**config.mk**
```make
export PLATFORM = sky130hd
export DESIGN_NAME = cfm_ram
export DESIGN_NICKNAME = d
export VERILOG_FILES = /design/src/hw/rtl/call_frame_memory_manager_macros.svh /design/src/hw/rtl/cfm_ram.sv
export SDC_FILE = /design/constraint.sdc
export NUM_CORES = 2
export LEC_CHECK = 0
export BUFFER_PORTS_ARGS = -buffer_cell sky130_fd_sc_hd__clkbuf_2
export CORE_MARGIN = 3
export CORE_UTILIZATION = 63
export DETAILED_ROUTE_END_ITERATION = 16
export PLACE_DENSITY = 0.83
export SYNTH_ARGS = -nofsm -noshare
export SYNTH_HDL_FRONTEND = slang
export SYNTH_SLANG_ARGS = --single-unit
```
**constraint.sdc**
```tcl
create_clock -name i_clk -period 3.5 [get_ports i_clk]
set_input_delay 0.875 -clock i_clk [delete_from_list [all_inputs] [get_ports i_clk]]
set_output_delay 0.875 -clock i_clk [all_outputs]
set_load 0.01 [all_outputs]
```
**src/hw/rtl/call_frame_memory_manager_macros.svh**
```systemverilog
// Assertion helpers used by call_frame_memory_manager.sv.
`ifndef CALL_FRAME_MEMORY_MANAGER_MACROS_SVH
`define CALL_FRAME_MEMORY_MANAGER_MACROS_SVH

// Same-cycle implication, held off during reset
`define CFM_ASSERT_NOW(label, ante, cons, msg) \
    label: assert property (@(posedge i_clk) disable iff (!i_rst_n) (ante) |-> (cons)) \
        else $error(msg);

// Next-cycle implication, held off during reset
`define CFM_ASSERT_NEXT(label, ante, cons, msg) \
    label: assert property (@(posedge i_clk) disable iff (!i_rst_n) (ante) |=> (cons)) \
        else $error(msg);

`endif

```
**src/hw/rtl/cfm_ram.sv**
```systemverilog
`timescale 1ns / 1ps

module cfm_ram #(
    parameter int WIDTH = 8,
    parameter int DEPTH = 256
) (
    input  logic                     i_clk,
    input  logic                     i_en,
    input  logic                     i_we,
    input  logic [$clog2(DEPTH)-1:0] i_addr,
    input  logic [WIDTH-1:0]         i_wdata,
    output logic [WIDTH-1:0]         o_rdata
);

    logic [WIDTH-1:0] r_mem [DEPTH];
    logic [WIDTH-1:0] r_rdata;

    // Single port, registered read; read data holds between reads
    always_ff @(posedge i_clk) begin
        if (i_en) begin
            if (i_we) begin
                r_mem[i_addr] <= i_wdata;
            end else begin
                r_rdata <= r_mem[i_addr];
            end
        end
    end

    assign o_rdata = r_rdata;

endmodule

```
-- Word-level counts from Yosys, hierarchy flattened
Memories as Yosys holds them, arrays and structs flattened. A register that Yosys moved wholly into a read port is not among the register bits.
Index checks and enable logic that the tools add are counted.
- mux-type cells: 3
- reduce and logical (&&, ||, !) cells: 1
- bitwise logic cells: 1
- operator list (cell ; number):
    2-to-1 mux 1 bit ; 3
    AND reduction 2 bit ; 1
    inverter 1 bit ; 1
- register bits after elaboration: 0
- output and inout port bits: 8
- memory bits (writable): 2048
- memories kept: 1
- memory list (memory ; depth ; bits a word ; read ports ; clocked after memory_dff ; write ports ; RTL line ; text):
    r_mem ; 256 ; 8 ; 1 ; 1 ; 1 ; cfm_ram.sv:15 ; logic [WIDTH-1:0] r_mem [DEPTH];

-- Depth between registers and ports, before layout
- word-level depth: 3
- depth in mapped cells: 9

-- Worst setup path after synthesis
No wires, ideal clock.
- path type: input port to flip-flop
- start: input i_addr[0]
- end: memory r_mem[117][0] (enable)
- setup time: 0.370 ns
- arrival time: 2.800 ns
- buffers on the path: 5
- path slack: 0.330 ns
- cell stages on the path: 8
- cells stage by stage: buf_2 buf_6 buf_2 buf_2 nor3b_1 nand2_1 clkbuf_1 nor2_1
- RTL lines (item ; RTL line ; text):
    start: declaration ; cfm_ram.sv:10 ; input logic [$clog2(DEPTH)-1:0] i_addr,
    end: declaration ; cfm_ram.sv:15 ;
No word-level cell before the write port.

==> reports/metrics.yaml <==
dieArea_mm2: 0.1287
powerDensity_mw_per_mm2: 558.1
synth_compound_area_frac: 0.03627
synth_cells: 3526
timing.hold.ws_ns: 0.5872
routed_wl_um: 214400
synth.distinct_cells: 21
dp.cells: 5489
drive_above_1_share: 0.3227
drv_slew: 0
cts_sinks: 2056
synth-edff-count: 2056
synth_simple_gate_area_frac: 0.01606
fin_cells: 5842
nNetsFinal: 4076
portBuffers: 26
synth_area_leaders: "edfxtp_1 (79%), mux4_2 (15%), a22oi_1 (2.5%), nor2_1 (1.2%), a21oi_1 (0.82%)"
path_class: "input port to register"
r2r-start: "r_mem[47][3]$_DFFE_PP_"
dr_total_vias: 42680
coreArea_mm2: 0.1227
crit_chain: "buf_8, buf_12, buf_12, mux4_2, a22oi_1, a21oi_1, o41ai_1, buf_4, nand4_1"
syn_area_mm2: 0.07838
postSynth.asyncResetShare: 0
track_usage: 0.3414
rr_worst_depth: 6
yosys_most_used_dff: "edfxtp_1"
worst_pin_slew_ns: 1.169
row_count: 128
synth_mux_area_frac: 0.1471
holdCritPathClass: "input port to register"
setup_violations: 0
crit_slowest_cell: "o41ai_1"
antenna_found_initial: 16
min_period_ns: 3.485
ys_seq_area_frac: 0.7877
die_h_um: 358.7
ant_nets: 0
utilization: 0.7400
arrival_ns: 4.04
r2r-end: "o_rdata[3]$_DFFE_PP_"
cts_hold_buf: 0
pre_cts_slack_ns: -0.7605
cp-startpoint: "i_addr[0]"
design_area_mm2: 0.09078
timing.final.crit_share: 0.9957
gp_congestion: 0.8760
hold_viol_final: 0
ys_warn_count: 0
drc_errors: 0
grt_max_degree: 122
overflow: 0
start_util: 0.6389
via_per_inst: 7.305
cts_tree: "built"
synthTopCellsByCount: "edfxtp_1 (2056), mux4_2 (512), nor2_1 (259)"
power_leakage_uw: 0.02883
cts.clk_slew.worst_paths_ns: 0.06
cp_slowest_stage_delay_ns: 1.02
routedWlPerCell_um: 36.70
path_common_cell: "buf_12"
path_max_fanout: 18
die_w_um: 358.7
drt_iter0_drc: 7444
synth_top_area_cell: "edfxtp_1"
avgSynthCellArea_um2: 22.23
clock_latency_ns: 0.82
ys_ff_latch: 2056
synth_xor_xnor_area_share: 0
vdd_drop_max_uv: 565.0
cts_buffer_depth: 3
rrSetupSlack_ns: 0.54
fin_skew_ns: 0.04229
htreeDepth: 4
numCtsBuffers: 191
relSlewSlack: 0.2104
dpl-instance-area_mm2: 0.08451
grt_pass1_wl_um: 309400
syn_to_final_growth_pct: 15.83
drv_cap: 0
required_ns: 4.05
synth_most_common_cell: "edfxtp_1"
drt-pass1-iter-count: 8
fin_ws_ns: 0.01502
first_global_vias: 43120
cts-root-buf: "clkbuf_16"
worstSetupEndpointType: "register"
synth_fa_ha_area_frac: 0
synth_top_area_frac: 0.7877
start_kind: "input port"
crit_end: "o_rdata[3]$_DFFE_PP_"
dpl.hpwl_um: 119900
outcome: "completed"
rsz0062_at_grt: "no"
pin_count: 27
synth_top_family_by_area: "multiplexers"
syn_nets: 3545
fmax_mhz: 286.9
==> cells by family after synthesis <==
group	count (synthesis)
flip-flops	2056
AO/OA/AOI/OAI	416
AND/OR/NAND/NOR	317
buffers and inverters	225
multiplexers	512
==> registers in the layout, indices dropped and copies added, names as in the netlist <==
name / cells
o_rdata: 8
r_mem: 2048
==> routing by layer <==
| layer | up-vias | share of wire | track usage |
|---|---|---|---|
| met5 | - | 0.00036 | 0 |
| met4 | 12 | 0.057 | 0.1628 |
| met3 | 813 | 0.13 | 0.09101 |
| met2 | 4126 | 0.49 | 0.5445 |
| met1 | 21680 | 0.32 | 0.4460 |
| li1 | 16050 | - | - |
==> placed cells by master, fill, tap and decap left out, types with 4 or more instances in the layout <==
cell	synthesis	layout
diode_2	0	9
clkinv_2	0	31
clkinv_1	0	44
o41ai_1	32	30
nand4_1	8	8
mux4_2	512	512
a21oi_1	128	128
clkbuf_2	0	16
nor2b_1	7	5
bufinv_16	0	23
edfxtp_1	2056	2056
clkbuf_1	143	37
nand2_2	0	11
nand3_1	4	4
a22oi_1	256	256
clkbuf_8	0	8
inv_6	0	4
nand2_1	30	19
clkbuf_16	0	199
buf_4	11	473
nor2_1	259	258
buf_12	0	64
==> power by group <==
part	switching (uW)	internal (uW)	leakage, uW	total [uW]
Sequential	20.9	27100	0.0185	27100
Combinational	1550	925	0.00731	2480
Clock	9020	12000	0.00305	21000
Total	10600	40100	0.0288	50700
==> layout make-up <==
type	count	area (um2)
fill	6170	31900
sequential	2056	61740
multi-input combinational	1245	15710
clock buffer	236	5119
clock inverter	108	1110
antenna	9	22.52
tap	1625	2033
timing repair buffer	563	5052
==> critical path, delay by kind of cell <==
kind	cells	cell delay, ns
AND/OR/NAND/NOR	1	0.11
AO/OA/AOI/OAI	3	1.46
buffers and inverters	4	0.98
multiplexers	1	0.54
==> through the flow <==
stage	total power, uW	setup TNS (ns)
after global placement	29930	-3.792
after detailed placement	30020	-4.204
final	50660	0
after floorplan	28820	0
after CTS	50720	0
after global routing	51640	0
==> worst min-delay path by stage <==
stage                       startpoint                      to  slack (ns)  cells past startpoint
6_report                    i_wdata[6]  r_mem[16][6]$_DFFE_PP_        0.59                      1
5_1_grt                     i_wdata[6]  r_mem[16][6]$_DFFE_PP_        0.58                      1
4_1_cts                     i_wdata[6]  r_mem[43][6]$_DFFE_PP_        0.55                      1
3_5_place_dp    r_mem[98][4]$_DFFE_PP_    o_rdata[4]$_DFFE_PP_        1.10                      5
3_3_place_gp    r_mem[99][4]$_DFFE_PP_    o_rdata[4]$_DFFE_PP_        1.05                      5
2_1_floorplan  r_mem[146][0]$_DFFE_PP_    o_rdata[0]$_DFFE_PP_        0.90                      5
==> what timing repair did <==
item,4_1_cts,5_1_grt
endpoints found under the setup margin,0,2
setup buffers,0,0
resized for setup,0,2
(Power assumes the default switching activity.)
